**src/sv/afc_pkg.sv**
```systemverilog
`default_nettype none

package afc_pkg;

    localparam int COORD_W    = 32;
    localparam int PROD_W     = 2 * COORD_W;
    localparam int TERM_W     = PROD_W + 1;
    localparam int SUM_W      = TERM_W + 2;
    localparam int NUM_AXES   = 3;
    localparam int NUM_ROWS   = 4;
    localparam int NUM_PLANES = 6;
    localparam int NUM_ENTRIES = NUM_ROWS * NUM_ROWS;
    localparam int NUM_PAIRS  = NUM_ENTRIES / 2;
    localparam int PAIR_W     = $clog2(NUM_PAIRS);
    localparam int CFG_IDX_W  = PAIR_W + 1;
    localparam int CFG_DATA_W = 2 * COORD_W;

    localparam logic [2:0] PL_LEFT   = 3'd0;
    localparam logic [2:0] PL_RIGHT  = 3'd1;
    localparam logic [2:0] PL_BOTTOM = 3'd2;
    localparam logic [2:0] PL_TOP    = 3'd3;
    localparam logic [2:0] PL_NEAR   = 3'd4;
    localparam logic [2:0] PL_FAR    = 3'd5;

    typedef logic signed [COORD_W-1:0] t_coord;
    typedef logic signed [PROD_W-1:0]  t_prod;
    typedef logic signed [TERM_W-1:0]  t_term;
    typedef logic signed [SUM_W-1:0]   t_sum;

    typedef struct packed {
        logic valid;
        logic outside;
    } t_plane_res;

    // Plane value as a combination of the clip-space rows x, y, z and w.
    function automatic t_term plane_comb(input logic [2:0] pl, input t_prod a0,
                                         input t_prod a1, input t_prod a2,
                                         input t_prod a3);
        t_term x0;
        t_term x1;
        t_term x2;
        t_term x3;
        t_term res;
        x0 = {a0[PROD_W-1], a0};
        x1 = {a1[PROD_W-1], a1};
        x2 = {a2[PROD_W-1], a2};
        x3 = {a3[PROD_W-1], a3};
        unique case (pl)
            PL_LEFT:   res = x0 + x3;
            PL_RIGHT:  res = x0 - x3;
            PL_BOTTOM: res = x1 + x3;
            PL_TOP:    res = x1 - x3;
            PL_NEAR:   res = x2;
            PL_FAR:    res = x2 - x3;
            default:   res = '0;
        endcase
        return res;
    endfunction

    // Planes whose outside side is a positive value take the minimum over corners.
    function automatic logic plane_is_pos(input logic [2:0] pl);
        return (pl == PL_RIGHT) || (pl == PL_TOP) || (pl == PL_FAR);
    endfunction

endpackage

`default_nettype wire

```
**src/sv/afc_plane_unit.sv**
```systemverilog
`default_nettype none

module afc_plane_unit (
    input  wire logic                          i_clk,
    input  wire logic                          i_rst_n,
    input  wire logic                          i_valid,
    input  wire logic                          i_pos_test,
    input  wire afc_pkg::t_term                i_lo [afc_pkg::NUM_AXES],
    input  wire afc_pkg::t_term                i_hi [afc_pkg::NUM_AXES],
    input  wire afc_pkg::t_sum                 i_const,
    output afc_pkg::t_plane_res                o_res
);
    import afc_pkg::*;

    logic  r_sel_valid;
    t_term r_sel [NUM_AXES];
    logic  r_out_valid;
    logic  r_outside;
    t_sum  n_sum;

    always_ff @(posedge i_clk) begin
        if (!i_rst_n) begin
            r_sel_valid <= 1'b0;
            r_out_valid <= 1'b0;
        end else begin
            r_sel_valid <= i_valid;
            r_out_valid <= r_sel_valid;
        end
    end

    // The box is outside when even its most favorable corner is outside, and
    // that corner is picked one axis at a time.
    always_ff @(posedge i_clk) begin
        for (int k = 0; k < NUM_AXES; k++) begin
            if (i_pos_test) begin
                r_sel[k] <= (i_lo[k] < i_hi[k]) ? i_lo[k] : i_hi[k];
            end else begin
                r_sel[k] <= (i_lo[k] > i_hi[k]) ? i_lo[k] : i_hi[k];
            end
        end
    end

    always_comb begin
        n_sum = SUM_W'(r_sel[0]) + SUM_W'(r_sel[1]) + SUM_W'(r_sel[2]) + i_const;
    end

    always_ff @(posedge i_clk) begin
        if (i_pos_test) begin
            r_outside <= !n_sum[SUM_W-1] && (n_sum != '0);
        end else begin
            r_outside <= n_sum[SUM_W-1];
        end
    end

    assign o_res.valid   = r_out_valid;
    assign o_res.outside = r_outside;

endmodule

`default_nettype wire

```
**config.mk**
```make
export PLATFORM = sky130hd
export DESIGN_NAME = afc_plane_unit
export DESIGN_NICKNAME = d
export VERILOG_FILES = /design/src/sv/afc_pkg.sv /design/src/sv/afc_plane_unit.sv
export SDC_FILE = /design/constraint.sdc
export NUM_CORES = 1
export LEC_CHECK = 0
export ABC_CLOCK_PERIOD_IN_PS = 5000
export BUFFER_PORTS_ARGS = -buffer_cell sky130_fd_sc_hd__clkbuf_2
export CORE_ASPECT_RATIO = 1.2
export CORE_MARGIN = 10
export CORE_UTILIZATION = 45
export CTS_CLUSTER_DIAMETER = 100
export DETAILED_ROUTE_END_ITERATION = 16
export PLACE_DENSITY = 0.66
export SYNTH_ARGS = -nofsm -noshare
export SYNTH_HDL_FRONTEND = slang
export SYNTH_SLANG_ARGS = --single-unit
export TNS_END_PERCENT = 100
```
**constraint.sdc**
```tcl
create_clock -name i_clk -period 5 [get_ports i_clk]
set_clock_uncertainty 0.15 [all_clocks]
set_input_delay 0.25 -clock i_clk [delete_from_list [all_inputs] [get_ports i_clk]]
set_output_delay 0.25 -clock i_clk [all_outputs]
set_load 0.1 [all_outputs]
```
==> flow_summary.html <==
<table>
<tr><th>Metric</th><th>Value</th></tr>
<tr><th colspan="2">Finish</th></tr>
<tr><td>Area growth syn-to-layout</td><td>41.5%</td></tr>
<tr><td>Share of post-route cells with drive strength above 1</td><td>0.210</td></tr>
<tr><td>Post-route non-filler standard cell count</td><td>3763</td></tr>
<tr><td>Core Util, Final</td><td>0.641</td></tr>
<tr><td>Layout Nets</td><td>4041</td></tr>
<tr><td>Number of fillers in the final layout</td><td>3597</td></tr>
<tr><td>Final Instance Area</td><td>approximately 28000 um^2</td></tr>
<tr><th colspan="2">Drt</th></tr>
<tr><td>WL met3</td><td>3240 um</td></tr>
<tr><td>Drt via density</td><td>5.16</td></tr>
<tr><td>Uppermost layer routed</td><td>met4</td></tr>
<tr><td>Drc violations</td><td>0</td></tr>
<tr><td>Total via count in the routed design</td><td>about 19000</td></tr>
<tr><td>Met2 Routed Length</td><td>36700 um</td></tr>
<tr><td>Remaining antenna violation count</td><td>0</td></tr>
<tr><td>Routed metal-1 wirelength</td><td>27300 um</td></tr>
<tr><td>Mean routed wirelength per cell</td><td>18.7 um</td></tr>
<tr><td>WL final</td><td>around 70000 um</td></tr>
<tr><td>Initial DRT Pass Iterations</td><td>5</td></tr>
<tr><td>Number of violations reported at the end of detailed-routing iteration 0</td><td>around 800</td></tr>
<tr><th colspan="2">Power and ir drop</th></tr>
<tr><td>Clock share of power</td><td>0.119</td></tr>
<tr><td>Relative contribution of sequential cells to total power</td><td>0.156</td></tr>
<tr><td>Switching share of power</td><td>0.466</td></tr>
<tr><td>P per Cell Area</td><td>about 430 nW/um^2</td></tr>
<tr><td>Net switching power figure</td><td>5.54 mW</td></tr>
<tr><td>Leakage</td><td>between 10 and 15 nW</td></tr>
<tr><td>Worst vdd ir</td><td>0.306 mV</td></tr>
<tr><td>Internal power</td><td>6.35 mW</td></tr>
<tr><td>Portion of total power attributed to combinational logic</td><td>0.725</td></tr>
<tr><th colspan="2">Synthesis</th></tr>
<tr><td>Number of standard cells after synthesis</td><td>about 2300</td></tr>
<tr><td>List of most frequent post-synthesis cells</td><td>548 x sky130_fd_sc_hd__inv_1, 261 x sky130_fd_sc_hd__ha_1, 198 x sky130_fd_sc_hd__dfxtp_1, 160 x sky130_fd_sc_hd__mux2_1, 132 x sky130_fd_sc_hd__fa_1</td></tr>
<tr><td>Sequential element share of the synthesized area</td><td>0.201</td></tr>
<tr><td>Post-synth top area share</td><td>0.201</td></tr>
<tr><td>Share of synthesized registers carrying an async set or reset</td><td>0</td></tr>
<tr><td>Summed instance area of the synthesized netlist</td><td>19800 um^2</td></tr>
<tr><td>Commonest register cell after synthesis</td><td>sky130_fd_sc_hd__dfxtp_1</td></tr>
<tr><td>Number of flops mapped to enable cells by yosys</td><td>0</td></tr>
<tr><td>Cell with the most instances after synthesis</td><td>sky130_fd_sc_hd__inv_1</td></tr>
<tr><td>Yosys cell types</td><td>80</td></tr>
<tr><td>Number of storage elements in the synthesis netlist</td><td>198</td></tr>
<tr><td>Yosys warnings</td><td>0</td></tr>
<tr><td>Avg Synthesized Cell Area</td><td>8.71 um^2</td></tr>
<tr><td>Number of nets produced by synthesis</td><td>about 3100</td></tr>
<tr><td>Ranking of synthesized cells by area</td><td>sky130_fd_sc_hd__dfxtp_1 20%, sky130_fd_sc_hd__ha_1 17%, sky130_fd_sc_hd__fa_1 13%</td></tr>
<tr><td>Cell accounting for the most synthesized area</td><td>sky130_fd_sc_hd__dfxtp_1</td></tr>
<tr><th colspan="2">Floorplan</th></tr>
<tr><td>Core Box Area</td><td>~44000 um^2</td></tr>
<tr><td>Die ar.</td><td>52700 um^2</td></tr>
<tr><td>Number of rows created at floorplan</td><td>84</td></tr>
<tr><td>Total I/O pin count</td><td>463</td></tr>
<tr><td>Die boundary height</td><td>250 um</td></tr>
<tr><td>Initial Util</td><td>0.453</td></tr>
<tr><td>DIE WIDTH</td><td>211 um</td></tr>
<tr><th colspan="2">STA</th></tr>
<tr><td>Count of final max-slew check failures</td><td>0</td></tr>
<tr><td>Slew HR</td><td>0.316</td></tr>
<tr><td>RSZ-0062 raised after global routing</td><td>yes</td></tr>
<tr><td>Portion of the clock cycle consumed by the worst path in the final layout</td><td>0.997</td></tr>
<tr><td>Setup violators final</td><td>0</td></tr>
<tr><td>Achievable Freq</td><td>201 MHz</td></tr>
<tr><td>Number of failing hold endpoints at the final stage</td><td>0</td></tr>
<tr><td>Worst-Margin Slew</td><td>1.02 ns</td></tr>
<tr><td>Final worst path period need</td><td>4.98 ns</td></tr>
<tr><th colspan="2">Global route</th></tr>
<tr><td>Wire length of the first global-routing pass</td><td>113000 um</td></tr>
<tr><td>Via count of the first global-routing pass</td><td>22000</td></tr>
<tr><td>Initial antenna violation count</td><td>4</td></tr>
<tr><td>GRT Resource Usage Total</td><td>0.267</td></tr>
<tr><td>Overflow after GRT</td><td>0</td></tr>
<tr><td>Largest net degree at the start of global routing</td><td>42</td></tr>
<tr><th colspan="2">Critical path</th></tr>
<tr><td>R2R setup slack</td><td>0.02 ns</td></tr>
<tr><td>Worst setup EP type</td><td>flip-flop</td></tr>
<tr><td>Worst setup path class</td><td>reg2reg</td></tr>
<tr><td>Launching instance or port of the critical path</td><td>r_sel[0][15]</td></tr>
<tr><td>Worst Reg-to-Reg Cells</td><td>18</td></tr>
<tr><td>Maximum fanout encountered on the critical timing path</td><td>7</td></tr>
<tr><td>Required time of the critical path</td><td>5.19 ns</td></tr>
<tr><td>Stage delay of the slowest cell on the critical path</td><td>roughly 0.5 ns</td></tr>
<tr><td>Nature of the critical path startpoint</td><td>flip-flop</td></tr>
<tr><td>Crit path cell chain</td><td>inv_1, fa_1, fa_1, inv_1, ha_1, buf_4, nand4_1, o2111ai_1, o221ai_1, a2111o_1, a311o_1, nor4_1, nand4_1, nor4_1, and4_1, nand4_1, nor4_1, a41oi_1</td></tr>
<tr><td>Worst flop-to-flop path endpoint</td><td>r_outside</td></tr>
<tr><td>Critical Path Slowest Stage Cell</td><td>sky130_fd_sc_hd__fa_1</td></tr>
<tr><td>Crit path to</td><td>r_outside</td></tr>
<tr><td>Signal arrival time at the worst endpoint</td><td>5.18 ns</td></tr>
<tr><td>Startpoint of the most critical register-to-register path</td><td>r_sel[0][15]</td></tr>
<tr><th colspan="2">Placed design</th></tr>
<tr><td>Global placement routability congestion</td><td>0.926</td></tr>
<tr><td>Input/output buffers</td><td>462</td></tr>
<tr><td>Sum of net half-perimeters after detailed placement</td><td>57200 um</td></tr>
<tr><td>Cell area reported after detailed placement</td><td>23400 um^2</td></tr>
<tr><td>Total placed cells including tap cells</td><td>between 3000 and 4000</td></tr>
<tr><th colspan="2">Clock tree</th></tr>
<tr><td>Number of sinks handled by clock tree synthesis</td><td>198</td></tr>
<tr><td>Clock Root Buffer</td><td>sky130_fd_sc_hd__clkbuf_16</td></tr>
<tr><td>Buffer count from post-CTS setup fixing</td><td>0</td></tr>
<tr><td>Largest buffer count on any clock path</td><td>2</td></tr>
<tr><td>CTS tree</td><td>done</td></tr>
<tr><td>TritonCTS buffer count</td><td>17</td></tr>
<tr><td>H-tree Lvls</td><td>4</td></tr>
<tr><td>Clock-pin slew of the registers on the worst-case setup and hold paths</td><td>0.08 ns</td></tr>
<tr><td>Clock network latency to the later pin of the worst-skew pair</td><td>0.47 ns</td></tr>
<tr><th colspan="2">Flow run</th></tr>
<tr><td>Maxcap violations</td><td>0</td></tr>
<tr><th colspan="2">Hold path</th></tr>
<tr><td>Beginning of the worst hold path</td><td>r_sel_valid</td></tr>
<tr><td>Hold/Removal Path Class</td><td>reg2reg</td></tr>
<tr><th colspan="2">Status</th></tr>
<tr><td>Run status</td><td>complete, no violations</td></tr>
</table>
-- critical path: cells and delay by family (launching register included) --
| kind | cells | cell delay (ns) |
|---|---|---|
| compound gates | 5 | 1.39 |
| fa+ha+maj | 3 | 1.31 |
| buf+inv | 3 | 0.25 |
| flops | 1 | 0.31 |
| simple gates | 7 | 1.44 |
-- cells in the final DEF, fill, tap and decap left out, types with 5 or more instances in the layout --
cell,instances
sky130_fd_sc_hd__a211oi_1,11
sky130_fd_sc_hd__nor3_1,19
sky130_fd_sc_hd__ha_1,259
sky130_fd_sc_hd__a221o_1,6
sky130_fd_sc_hd__mux2i_1,7
sky130_fd_sc_hd__o21a_1,22
sky130_fd_sc_hd__fa_1,132
sky130_fd_sc_hd__inv_1,548
sky130_fd_sc_hd__o221ai_1,6
sky130_fd_sc_hd__o21ai_1,11
sky130_fd_sc_hd__mux2_2,36
sky130_fd_sc_hd__and4_1,7
sky130_fd_sc_hd__o21bai_1,8
sky130_fd_sc_hd__o211ai_1,8
sky130_fd_sc_hd__o21ai_0,71
sky130_fd_sc_hd__clkbuf_16,17
sky130_fd_sc_hd__clkbuf_2,462
sky130_fd_sc_hd__nor2b_1,21
sky130_fd_sc_hd__xor2_1,17
sky130_fd_sc_hd__mux2_1,160
sky130_fd_sc_hd__a221oi_1,6
sky130_fd_sc_hd__and3_1,13
sky130_fd_sc_hd__a21o_1,92
sky130_fd_sc_hd__xnor2_1,22
sky130_fd_sc_hd__nand4_1,74
sky130_fd_sc_hd__dfxtp_1,198
sky130_fd_sc_hd__nor2_1,71
sky130_fd_sc_hd__buf_4,102
sky130_fd_sc_hd__and2_1,14
sky130_fd_sc_hd__dlygate4sd3_1,393
sky130_fd_sc_hd__a21oi_1,128
sky130_fd_sc_hd__nand3_1,25
sky130_fd_sc_hd__nand2_1,85
sky130_fd_sc_hd__nor4_1,14
sky130_fd_sc_hd__buf_12,5
sky130_fd_sc_hd__nand2b_1,13
sky130_fd_sc_hd__a31oi_1,12
-- final cells by class --
cell class | instances | area (um^2) | share of cell area
sequential | 198 | 3960 | 0.142
timing repair buffer | 962 | 7110 | 0.254
tap | 559 | 699 | 0.0250
antenna | 4 | 10.0 | 0.000358
inverter | 549 | 2060 | 0.0737
multi-input combinational | 1459 | 13500 | 0.484
clock buffer | 20 | 467 | 0.0167
clock inverter | 12 | 118 | 0.00420
-- kinds of logic after synthesis --
kind of cell | Yosys count | synth area share
buffers and inverters | 612 | 0.120
AOI/OAI and AO/OA | 440 | 0.146
adders and majority gates | 393 | 0.299
and+or+nand+nor | 381 | 0.101
muxes | 206 | 0.117
DFF | 198 | 0.201
xor gates and xnor gates | 39 | 0.0173
-- per-stage QoR --
step | TNS [ns] | setup WS, ns | power, mW | hold slack (ns)
floorplan | 0 | 0.372 | 7.10 | 0.222
global placement | -0.00826 | -0.00826 | 9.94 | 0.267
detailed placement | -0.185 | -0.185 | 9.95 | 0.275
CTS | 0 | 0.0111 | 11.8 | 0.292
global route | -0.224 | -0.224 | 12.9 | 0.306
finish | 0 | 0.0168 | 11.9 | 0.287
-- power by group through the flow --
| stage | Clock, mW | Sequential [mW] | Combinational, mW |
|---|---|---|---|
| after floorplan | 0 | 1.87 | 5.23 |
| after global placement | 0 | 1.89 | 8.05 |
| after detailed placement | 0 | 1.89 | 8.06 |
| after CTS | 1.46 | 1.85 | 8.52 |
| after global routing | 1.51 | 1.87 | 9.49 |
| final | 1.42 | 1.86 | 8.62 |
-- worst min path at each step --
stage | endpoint | depth (start not counted)
2_1_floorplan | r_out_valid | 1
3_5_place_dp | r_out_valid | 1
5_1_grt | r_out_valid | 1
3_3_place_gp | r_out_valid | 1
4_1_cts | r_out_valid | 1
6_report | r_out_valid | 1
-- per-layer routing --
metal | GRT usage | vias up
met1 | 0.285 | 9263
met4 | 0.133 | 0
li1 | - | 9437
met3 | 0.0449 | 173
met2 | 0.493 | 550
met5 | 0 | -
-- timing repair --
item,CTS,global route
hold buffers,393,0
endpoints found under the setup margin,1,122
resized for setup,5,12
pin swaps,2,1
endpoints found under the hold margin,197,0
-- sequential cells by signal (all words and copies together), names as in the netlist --
| name | cells |
|---|---|
| r_out_valid | 1 |
| r_sel | 195 |
| r_outside | 1 |
| r_sel_valid | 1 |
(Power assumes the default switching activity.)
